$ cat src/kmsd_pkg.sv
// ----------------------------------------------------------------------------
// kmsd_pkg
// Shared types and constants for the keypad matrix scanner with debounce.
// ----------------------------------------------------------------------------
`default_nettype none

package kmsd_pkg;

   localparam logic [7:0] COLUMN_MASK    = 8'hfe;
   localparam logic [7:0] ONKEY_MASK     = 8'h01;
   localparam logic [7:0] IDLE_DRIVE     = 8'hff;
   localparam logic [7:0] FIRST_DRIVE    = 8'h80;
   localparam logic [7:0] RUN_MAX        = 8'hff;
   localparam logic [7:0] DEBOUNCE_RESET = 8'd16;
   localparam int unsigned ONKEY_BIT     = 63;

   localparam logic [3:0] PHASE_FIRST    = 4'd0;

   localparam int unsigned CSR_ADDR_W    = 3;
   localparam logic [CSR_ADDR_W-1:0] CSR_DEBOUNCE_ADDR = 3'd0;

   typedef struct packed {
      logic [7:0]  column_drive;
      logic        matrix_ready;
      logic [63:0] key_matrix;
   } rsp_type;

endpackage

`default_nettype wire

$ cat src/kmsd_skid.sv
// ----------------------------------------------------------------------------
// kmsd_skid
// Two-entry result buffer: output register plus skid stage, full throughput.
// ----------------------------------------------------------------------------
`default_nettype none

module kmsd_skid (
   input  wire logic              clock,
   input  wire logic              reset,
   input  wire logic              in_valid,
   output logic                   in_stall,
   input  wire kmsd_pkg::rsp_type in_data,
   output logic                   out_valid,
   input  wire logic              out_stall,
   output kmsd_pkg::rsp_type      out_data
);
   import kmsd_pkg::*;

   logic    main_valid_ff;
   logic    main_valid_in;
   rsp_type main_ff;
   rsp_type main_in;
   logic    skid_valid_ff;
   logic    skid_valid_in;
   rsp_type skid_ff;
   rsp_type skid_in;
   logic    in_xfer;
   logic    out_xfer;

   assign in_stall  = skid_valid_ff;
   assign in_xfer   = in_valid && !skid_valid_ff;
   assign out_xfer  = main_valid_ff && !out_stall;
   assign out_valid = main_valid_ff;
   assign out_data  = main_ff;

   always_comb begin
      main_valid_in = main_valid_ff;
      main_in       = main_ff;
      skid_valid_in = skid_valid_ff;
      skid_in       = skid_ff;
      priority if (out_xfer || !main_valid_ff) begin
         if (skid_valid_ff) begin
            main_valid_in = 1'b1;
            main_in       = skid_ff;
            skid_valid_in = 1'b0;
         end else begin
            main_valid_in = in_xfer;
            main_in       = in_data;
         end
      end else if (in_xfer) begin
         skid_valid_in = 1'b1;
         skid_in       = in_data;
      end else begin
         skid_valid_in = skid_valid_ff;
      end
   end

   always_ff @(posedge clock) begin
      if (reset) begin
         main_valid_ff <= 1'b0;
         skid_valid_ff <= 1'b0;
      end else begin
         main_valid_ff <= main_valid_in;
         skid_valid_ff <= skid_valid_in;
      end
      main_ff <= main_in;
      skid_ff <= skid_in;
   end

endmodule

`default_nettype wire

$ cat src/keypad_matrix_scanner_debounce.sv
// ----------------------------------------------------------------------------
// keypad_matrix_scanner_debounce
// Debounced scan of an 8-column key matrix plus on key into a 64-bit map.
//
//   channel  direction  handshake          payload
//   req      in         req_valid/stall    row_lines
//   rsp      out        rsp_valid/stall    column_drive, matrix_ready,
//                                          key_matrix
//   csr      in         APB write/read     debounce_count at byte 0
//
// One sample is taken every cycle while req_stall is low; its result is
// registered in the result buffer. The debounce state advances in the cycle
// of the transfer, so the rate is set by that single state update: one item per clock while not stalled.
// Reset (synchronous) restarts at column 7 and sets debounce_count to 16.
// A stalled result is held in a skid stage; req_stall rises only when both
// result slots are full.
// ----------------------------------------------------------------------------
`default_nettype none

module keypad_matrix_scanner_debounce (
   input  wire logic                            clock,
   input  wire logic                            reset,
   input  wire logic                            req_valid,
   output logic                                 req_stall,
   input  wire logic [7:0]                      req_row_lines,
   output logic                                 rsp_valid,
   input  wire logic                            rsp_stall,
   output logic [7:0]                           rsp_column_drive,
   output logic                                 rsp_matrix_ready,
   output logic [63:0]                          rsp_key_matrix,
   input  wire logic                            csr_psel,
   input  wire logic                            csr_penable,
   input  wire logic                            csr_pwrite,
   input  wire logic [kmsd_pkg::CSR_ADDR_W-1:0] csr_paddr,
   input  wire logic [31:0]                     csr_pwdata,
   output logic [31:0]                          csr_prdata,
   output logic                                 csr_pready
);
   import kmsd_pkg::*;

   logic [7:0]  debounce_ff;
   logic [7:0]  debounce_in;
   logic [3:0]  phase_ff;
   logic [3:0]  phase_in;
   logic [7:0]  run_ff;
   logic [7:0]  run_in;
   logic [7:0]  held_ff;
   logic [7:0]  held_in;
   logic [63:0] acc_ff;
   logic [63:0] acc_in;

   logic        req_xfer;
   logic        csr_write;
   logic        column;
   logic [7:0]  sample;
   logic [7:0]  run_step;
   logic        done;
   rsp_type     step_rsp;

   // configuration port
   assign csr_pready = 1'b1;
   assign csr_write  = csr_psel && csr_penable && csr_pwrite && csr_pready;
   assign csr_prdata = (csr_paddr == CSR_DEBOUNCE_ADDR) ? {24'd0, debounce_ff} : 32'd0;

   always_comb begin
      debounce_in = debounce_ff;
      if (csr_write && csr_paddr == CSR_DEBOUNCE_ADDR) begin
         debounce_in = csr_pwdata[7:0];
      end
   end

   // scan step
   assign req_xfer = req_valid && !req_stall;
   assign column   = !phase_ff[3];
   assign sample   = req_row_lines & (column ? COLUMN_MASK : ONKEY_MASK);

   always_comb begin
      if (sample == held_ff) begin
         run_step = (run_ff == RUN_MAX) ? run_ff : run_ff + 8'd1;
      end else begin
         run_step = 8'd0;
      end
      done     = run_step >= debounce_ff;
      held_in  = sample;
      run_in   = done ? 8'd0 : run_step;
      phase_in = phase_ff;
      acc_in   = acc_ff;
      step_rsp.matrix_ready = 1'b0;
      step_rsp.key_matrix   = 64'd0;
      if (done) begin
         if (column) begin
            acc_in   = {acc_ff[55:0], sample};
            phase_in = phase_ff + 4'd1;
         end else begin
            step_rsp.matrix_ready = 1'b1;
            step_rsp.key_matrix   = acc_ff;
            step_rsp.key_matrix[ONKEY_BIT] = acc_ff[ONKEY_BIT] | sample[0];
            acc_in   = 64'd0;
            phase_in = PHASE_FIRST;
         end
      end
      if (step_rsp.matrix_ready) begin
         step_rsp.column_drive = IDLE_DRIVE;
      end else if (!phase_in[3]) begin
         step_rsp.column_drive = FIRST_DRIVE >> phase_in[2:0];
      end else begin
         step_rsp.column_drive = ONKEY_MASK;
      end
   end

   always_ff @(posedge clock) begin
      if (reset) begin
         debounce_ff <= DEBOUNCE_RESET;
         phase_ff    <= PHASE_FIRST;
         run_ff      <= 8'd0;
         held_ff     <= 8'd0;
         acc_ff      <= 64'd0;
      end else begin
         debounce_ff <= debounce_in;
         if (req_xfer) begin
            phase_ff <= phase_in;
            run_ff   <= run_in;
            held_ff  <= held_in;
            acc_ff   <= acc_in;
         end
      end
   end

   // result buffer
   rsp_type out_rsp;

   kmsd_skid u_skid (
      .clock     (clock),
      .reset     (reset),
      .in_valid  (req_valid),
      .in_stall  (req_stall),
      .in_data   (step_rsp),
      .out_valid (rsp_valid),
      .out_stall (rsp_stall),
      .out_data  (out_rsp)
   );

   assign rsp_column_drive = out_rsp.column_drive;
   assign rsp_matrix_ready = out_rsp.matrix_ready;
   assign rsp_key_matrix   = out_rsp.key_matrix;

endmodule

`default_nettype wire

$ cat config.mk
export PLATFORM = sky130hd
export DESIGN_NAME = keypad_matrix_scanner_debounce
export DESIGN_NICKNAME = d
export VERILOG_FILES = /design/src/kmsd_pkg.sv /design/src/kmsd_skid.sv /design/src/keypad_matrix_scanner_debounce.sv
export SDC_FILE = /design/constraint.sdc
export NUM_CORES = 1
export LEC_CHECK = 0
export BUFFER_PORTS_ARGS = -buffer_cell sky130_fd_sc_hd__buf_2
export CORE_ASPECT_RATIO = 0.5
export CORE_MARGIN = 5
export CORE_UTILIZATION = 50
export CTS_BUF_LIST = sky130_fd_sc_hd__clkbuf_4 sky130_fd_sc_hd__clkbuf_8
export DETAILED_ROUTE_END_ITERATION = 7
export PLACE_DENSITY = 0.73
export SETUP_SLACK_MARGIN = 0.05
export SYNTH_ARGS = -nofsm -noshare
export SYNTH_HDL_FRONTEND = slang
export SYNTH_HIERARCHICAL = 1
export SYNTH_SLANG_ARGS = --single-unit
$ cat constraint.sdc
create_clock -name clock -period 8 [get_ports clock]
set_clock_uncertainty 0.1 [all_clocks]
set_input_delay 0.4 -clock clock [delete_from_list [all_inputs] [get_ports clock]]
set_output_delay 0.4 -clock clock [all_outputs]
set_load 0.01 [all_outputs]
==> results of run 1 <==
through the flow:
stage          power (mW)  util, %  area [um^2]  hold slack (ns)  worst slack (ns)
6_report             2.44     57.2        11800           0.0353              2.76
5_1_grt              2.55     57.2        11800           0.0223              2.24
4_1_cts              2.48     57.2        11800         0.000469              2.72
3_5_place_dp         1.49     53.7        11100            0.340              2.75
3_3_place_gp         1.48     53.7        11100            0.339              2.94
2_1_floorplan        1.46        -        10700            0.327             0.487
state kept, by name, indices dropped and copies added, names as in the netlist:
signal	flops
debounce_ff	8
run_ff	8
u_skid/skid_ff	73
u_skid/out_valid	1
acc_ff	64
held_ff	8
phase_ff	4
u_skid/out_data	73
u_skid/in_stall	1
worst max-delay path: cells and delay by family (launching register included):
| family | cells | cell delay [ns] |
|---|---|---|
| simple gates | 6 | 2.52 |
| buf+inv | 1 | 0.58 |
| compound gates | 4 | 1.19 |
| flops | 1 | 0.31 |
| mux | 1 | 0.18 |
| fa+ha+maj | 1 | 0.19 |
logic make-up after synthesis:
kind of cell / count (synthesis) / synth area share [%]
other: 2 / 0.0710
multiplexers: 82 / 10.3
AO/OA/AOI/OAI: 132 / 7.40
flip-flops: 240 / 59.2
adder cells (fa/ha/maj): 10 / 1.18
AND/OR/NAND/NOR: 303 / 15.9
XOR/XNOR: 7 / 0.579
buffers and inverters: 93 / 5.30
layout make-up:
type | instances | area (um^2)
Tap cell | 273 | 342
Multi-Input combinational cell | 559 | 3870
Clock inverter | 9 | 61.3
Timing Repair Buffer | 116 | 608
Clock buffer | 52 | 641
Inverter | 10 | 37.5
Sequential cell | 240 | 6270
Fill cell | 1726 | 8860
layer usage:
metal  part of all wire, %  wire length [um]  up-vias
met4                   1.9               386        4
met2                    46              9540      175
met3                   6.1              1250       40
li1                      -                 -     3236
met5                  0.11                23        -
met1                    46              9360     3272
power by group:
| group | switching [mW] | leakage (nW) | internal (mW) | total [mW] |
|---|---|---|---|---|
| clock network | 0.437 | 0.372 | 0.542 | 0.979 |
| registers | 0.0117 | 2.16 | 1.34 | 1.35 |
| logic | 0.0679 | 1.95 | 0.0401 | 0.108 |
| total | 0.516 | 4.49 | 1.92 | 2.44 |
cells in the final DEF, fill, tap and decap left out, types with 2 or more instances in the layout:
cell type,count
nand2b_1,2
nor3_1,2
xnor2_1,6
nand3_1,10
and2_1,71
nand2_1,99
edfxtp_1,146
o21ai_1,2
clkbuf_4,12
and3_1,8
buf_4,7
a31oi_1,19
o22ai_1,3
dlygate4sd3_1,2
o32ai_1,5
mux2i_1,9
dfxtp_1,92
clkinv_1,7
conb_1,25
o21ai_0,5
nor2b_1,11
nor2_1,24
mux2_2,25
buf_2,107
nand3b_1,61
inv_1,10
and4_1,2
nor4bb_1,3
a21oi_1,83
o211a_1,6
mux2_4,48
o211ai_1,2
ha_1,10
clkbuf_8,40
final timing paths:
path                               startpoint             endpoint  slack (ns)
worst max-delay path              phase_ff[3]  u_skid/out_data[19]        2.76
worst min-delay path            csr_pwdata[6]       debounce_ff[6]        0.04
worst max register to register    phase_ff[3]  u_skid/out_data[19]        2.76
worst min register to register     acc_ff[57]           acc_ff[57]        0.35
==> results.yml, run 1 <==
worst_setup_path:
  endpoint_kind: "flip-flop"
  crit_type: "reg2reg"
  start_kind: "flip-flop"
  arrival_ns: 5.50
  crit_path_max_fanout: 88
  reg2regPathDepth: 13
  path_cells: "buf_4, nor2_1, o32ai_1, and4_1, a21boi_0, ha_1, and3_1, o21ai_1, a311oi_4, nor2_2, nor2b_4, and2_1, mux2_2"
  cp_slowest_cell: "nor2b_4"
  required_ns: 8.27
  max_stage_delay_ns: 1.03
logic_synthesis:
  syn_area_per_cell_um2: 12.2
  async_flop_share_pct: 0
  synth_common_cells: "edfxtp_1 (146), nand2_1 (100), dfxtp_1 (94)"
  synthCells: 869
  synth.most_common_cell: "edfxtp_1"
  ys_warn_count: 6
  synthTopCellsByArea: "edfxtp_1 (41%), dfxtp_1 (18%), mux2_4 (6.8%), nand3b_1 (4.3%), and2_1 (4.2%)"
  yosysTopAreaCellShare_pct: 41.4
  seq_area_frac_synth_pct: 59.2
  synth_seq_cells: 240
  synth_top_flop_cell: "edfxtp_1"
  netlist_area_um2: 10600
  synth_edf_count: 146
  yosys.area.top_type: "edfxtp_1"
  ys_types: 49
sta:
  hold_viol: 0
  worst_pin_slew_ns: 1.26
  final_max_slew_viol_count: 0
  setup_viol: 0
  period_share_pct: 65.4
  max-slew-margin-rel_pct: 15.7
  fin_setup_tns_ns: 0
  fin_crit_ns: 5.24
  fmax_mhz: 191
  grt_setup_unrepaired: "no"
routing:
  routed_wl_um: 20600
  wl_per_cell_um: 16.3
  drcViolationCount: 0
  dr.pass1.iters: 5
  vias: 6727
  vias_per_cell: 5.34
  ant_nets: 0
  drt_iter0_drc: 455
global_route:
  grt_max_degree: 89
  antenna_found_initial: 2
  globalRouteTotalUtil_pct: 16.9
  overflow: 0
  grt.busiest_layer: "met2"
  use_met3_pct: 4.54
  met1_usage_pct: 22.7
  grt_pass1_vias: 6852
  met2_usage_pct: 27.5
  grt_pass1_wl_um: 34300
finish:
  drive_above_1_share_pct: 25.6
  stdcell_count: 1259
  diodes: 0
  nets: 1021
  area_growth_pct: 11.8
placed_design:
  dp_cells: 1196
  gp_congestion: 0.791
  io_buffers: 108
  dp_hpwl_um: 12500
clock_network:
  numCtsBuffers: 34
  cts_tree: "built"
  ctsHoldBuffers: 2
  cts.clk_slew.worst_paths_ns: 0.06
  cts-root-buf: "clkbuf_8"
  htree_levels: 2
  cts_buffer_depth: 3
  clock-sinks: 240
  post_cts_buffers: 0
  postCtsResizedCells: 0
  clk_latency_ns: 0.50
die:
  die-area_um2: 24400
  io_pins: 158
  rows: 37
  die_x_um: 216
  initial_core_util_pct: 51.1
  core_um2: 20700
  die_h_um: 113
power:
  powerDensity_nw_per_um2: 206
  peakVddDrop_uv: 78.4
  p_leak_nw: 4.49
min_path:
  holdPathStages: 3
  hp-class: "in2reg"
run:
  drv_cap: 0
outcome:
  status: "finished, final reports clean"
No activity file was read; power rests on OpenSTA's default activity.
==> run 2, diff against run 1 <==
--- a/config.mk
+++ b/config.mk
@@ -5,6 +5,7 @@
 export SDC_FILE = /design/constraint.sdc
 export NUM_CORES = 1
 export LEC_CHECK = 0
+export ABC_AREA = 1
 export BUFFER_PORTS_ARGS = -buffer_cell sky130_fd_sc_hd__buf_2
 export CORE_ASPECT_RATIO = 0.5
 export CORE_MARGIN = 5
==> constraint.sdc (replaced) <==
create_clock -name clock -period 4.3 [get_ports clock]
set_clock_uncertainty 0.1 [all_clocks]
set_input_delay 0.215 -clock clock [delete_from_list [all_inputs] [get_ports clock]]
set_output_delay 0.215 -clock clock [all_outputs]
set_load 0.01 [all_outputs]
==> run 2 against run 1 <==
Effect of this change:
- sequential cell count did not move
- first-iteration DRC count rose by 15%
- largest power group unchanged
- critical path depth rose by 6
- highest routed layer is now met4
- register-to-register slack got worse by 2.2 ns
- die area fell by 2.1%
- via count rose by 13%
- wire length rose by 1.6%
==> results.yml, run 2 <==
outcome:
  status: "finished, final reports clean"
sta:
  grt_setup_unrepaired: "no"
  fmax_mhz: 266
  final_max_slew_viol_count: 0
  worst_pin_slew_ns: 1.21
  period_share_pct: 87.4
  fin_setup_tns_ns: 0
  fin_crit_ns: 3.76
  hold_viol: 0
  whs_ns: 0.0714
  setup_viol: 0
  max-slew-margin-rel_pct: 19.6
min_path:
  holdPathStages: 5
  min_to: "acc_ff[6]"
  worstHoldStart: "req_row_lines[6]"
  hp-class: "in2reg"
worst_setup_path:
  crit_path_max_fanout: 32
  arrival_ns: 4.01
  reg2regPathDepth: 19
  path_cells: "ha_1, nand3_1, inv_1, nand4_2, o21ai_0, inv_1, nor2_1, ha_1, nand2_1, nor2_1, nor2_1, nand2_1, nand2_2, nand2_4, nand2_2, buf_4, clkinvlp_4, nand4_1, o21ai_0"
  max_stage_delay_ns: 0.41
  endpoint_kind: "flip-flop"
  worstReg2RegStart: "run_ff[0]"
  critical_path.top_delay_family: "simple AND/OR/NAND/NOR gates"
  reg2reg_slack_ns: 0.54
  cp_common_cell: "nor2_1"
  required_ns: 4.56
  worstReg2RegEnd: "acc_ff[7]"
  cp_slowest_cell: "dfxtp_1"
  start_kind: "flip-flop"
  crit_type: "reg2reg"
  path_buf_inv: 4
finish:
  mostFrequentLayoutCell: "inv_1"
  drive_above_1_share_pct: 15.4
  area_growth_pct: 14.1
  layout_common_cells: "inv_1 (186), nand2_1 (174), edfxtp_1 (146)"
  diodes: 0
  stdcell_area_um2: 11800
  nets: 1290
logic_synthesis:
  synth_top_flop_cell: "edfxtp_1"
  yosys.area.top_type: "edfxtp_1"
  synth_edf_count: 146
  synth_seq_cells: 240
  synthCells: 1114
  synthTopCellsByArea: "edfxtp_1 (42%), dfxtp_1 (18%), inv_1 (6.7%), nand2_1 (6.4%), o21ai_0 (4.8%)"
  ys_warn_count: 6
  synth_common_cells: "inv_1 (186), nand2_1 (176), edfxtp_1 (146)"
  netlist_area_um2: 10300
  synth.most_common_cell: "inv_1"
  async_flop_share_pct: 0
  ys_types: 28
  syn_area_per_cell_um2: 9.29
  yosysTopAreaCellShare_pct: 42.4
  seq_area_frac_synth_pct: 60.5
run:
  drv_cap: 0
clock_network:
  numCtsBuffers: 35
  cts_tree: "built"
  htree_levels: 2
  clk_latency_ns: 0.51
  cts-root-buf: "clkbuf_8"
  clock-sinks: 240
  post_cts_buffers: 0
  cts.clk_slew.worst_paths_ns: 0.07
  cts_buffer_depth: 3
placed_design:
  dp_hpwl_um: 13100
  io_buffers: 108
  gp_congestion: 0.867
  place_area_um2: 10900
die:
  die-area_um2: 23800
  die_x_um: 213
  io_pins: 158
  initial_core_util_pct: 50.6
  die_h_um: 112
  rows: 37
  core_um2: 20500
global_route:
  grt_pass1_wl_um: 34800
  globalRouteTotalUtil_pct: 17.3
  grt_max_degree: 141
  grt_pass1_vias: 7148
  overflow: 0
  antenna_found_initial: 0
routing:
  routed_wl_um: 20900
  wl_per_cell_um: 13.7
  drcViolationCount: 0
  ant_nets: 0
  dr.pass1.iters: 5
  vias: 7577
  vias_per_cell: 4.96
  drt_iter0_drc: 525
power:
  peakVddDrop_uv: 179
  powerDensity_nw_per_um2: 390
  p_leak_nw: 4.52
[run 2: cell types whose count changed in the layout (fill, tap and decap cells not counted), moves of 57 or more]
cell,previous run,this run
inv_1,10,186
o21ai_0,5,99
nor2_1,24,107
nand2_1,99,174
nand3_1,10,84
and2_1,71,0
nand3b_1,61,4
[run 2: what timing repair did]
action	CTS	global route
setup endpoints to repair	0	20
endpoints found under the hold margin	29	0
resized for setup	0	3
hold buffers	19	0
[run 2: final cells by class]
class / count / area [um^2]
clock buffer: 53 / 648
clock inverter: 10 / 52.6
fill: 1770 / 8660
inverter: 190 / 717
multi-input combinational: 625 / 2950
sequential: 240 / 6270
tap: 273 / 342
timing repair buffer: 138 / 826
[run 2: worst max-delay path by stage]
stage | start | endpoint | slack, ns | depth (start not counted)
finish | run_ff[0] | acc_ff[7] | 0.54 | 19
global route | run_ff[0] | acc_ff[3] | 0.16 | 19
CTS | phase_ff[3] | acc_ff[2] | 0.41 | 20
detailed placement | phase_ff[3] | acc_ff[1] | 0.43 | 20
global placement | run_ff[0] | acc_ff[4] | 0.51 | 20
floorplan | u_skid/in_stall | u_skid/skid_ff[0] | 1.20 | 3
[run 2: through the flow]
step	std cells	power (mW)	worst slack, ns	utilization, %
2_1_floorplan	1137	2.75	1.20	-
3_3_place_gp	1447	2.81	0.515	53.3
3_5_place_dp	1447	2.82	0.426	53.3
4_1_cts	1529	4.65	0.405	57.7
5_1_grt	1529	4.80	0.159	57.7
6_report	1529	4.60	0.543	57.7
[run 2: logic make-up after synthesis]
kind of cell | count (synthesis) | synth area share (%)
other | 2 | 0.0726
adder cells (fa/ha/maj) | 10 | 1.21
AND/OR/NAND/NOR | 395 | 16.0
buffers and inverters | 272 | 12.0
flip-flops | 240 | 60.5
AO/OA/AOI/OAI | 194 | 10.1
XOR/XNOR | 1 | 0.0846
[run 2: layer usage]
layer,up-vias,GRT usage (%),part of all wire (%)
met5,-,0,0
met2,214,28.5,47
met1,3489,23.8,45
met4,0,3.51,1.2
li1,3849,-,-
met3,25,3.86,6.7
[run 2: tightest hold or removal path: stages]
cell and delay [ns]:
buf_2 0.12, inv_1 0.06, nor2_1 0.07, nand3_1 0.08
o21ai_0 0.07
[run 2: power by group]
part           switching, mW  leakage (nW)  internal, mW
registers             0.0297          2.28          2.50
clock network          0.852         0.378         0.971
logic                  0.169          1.86        0.0822
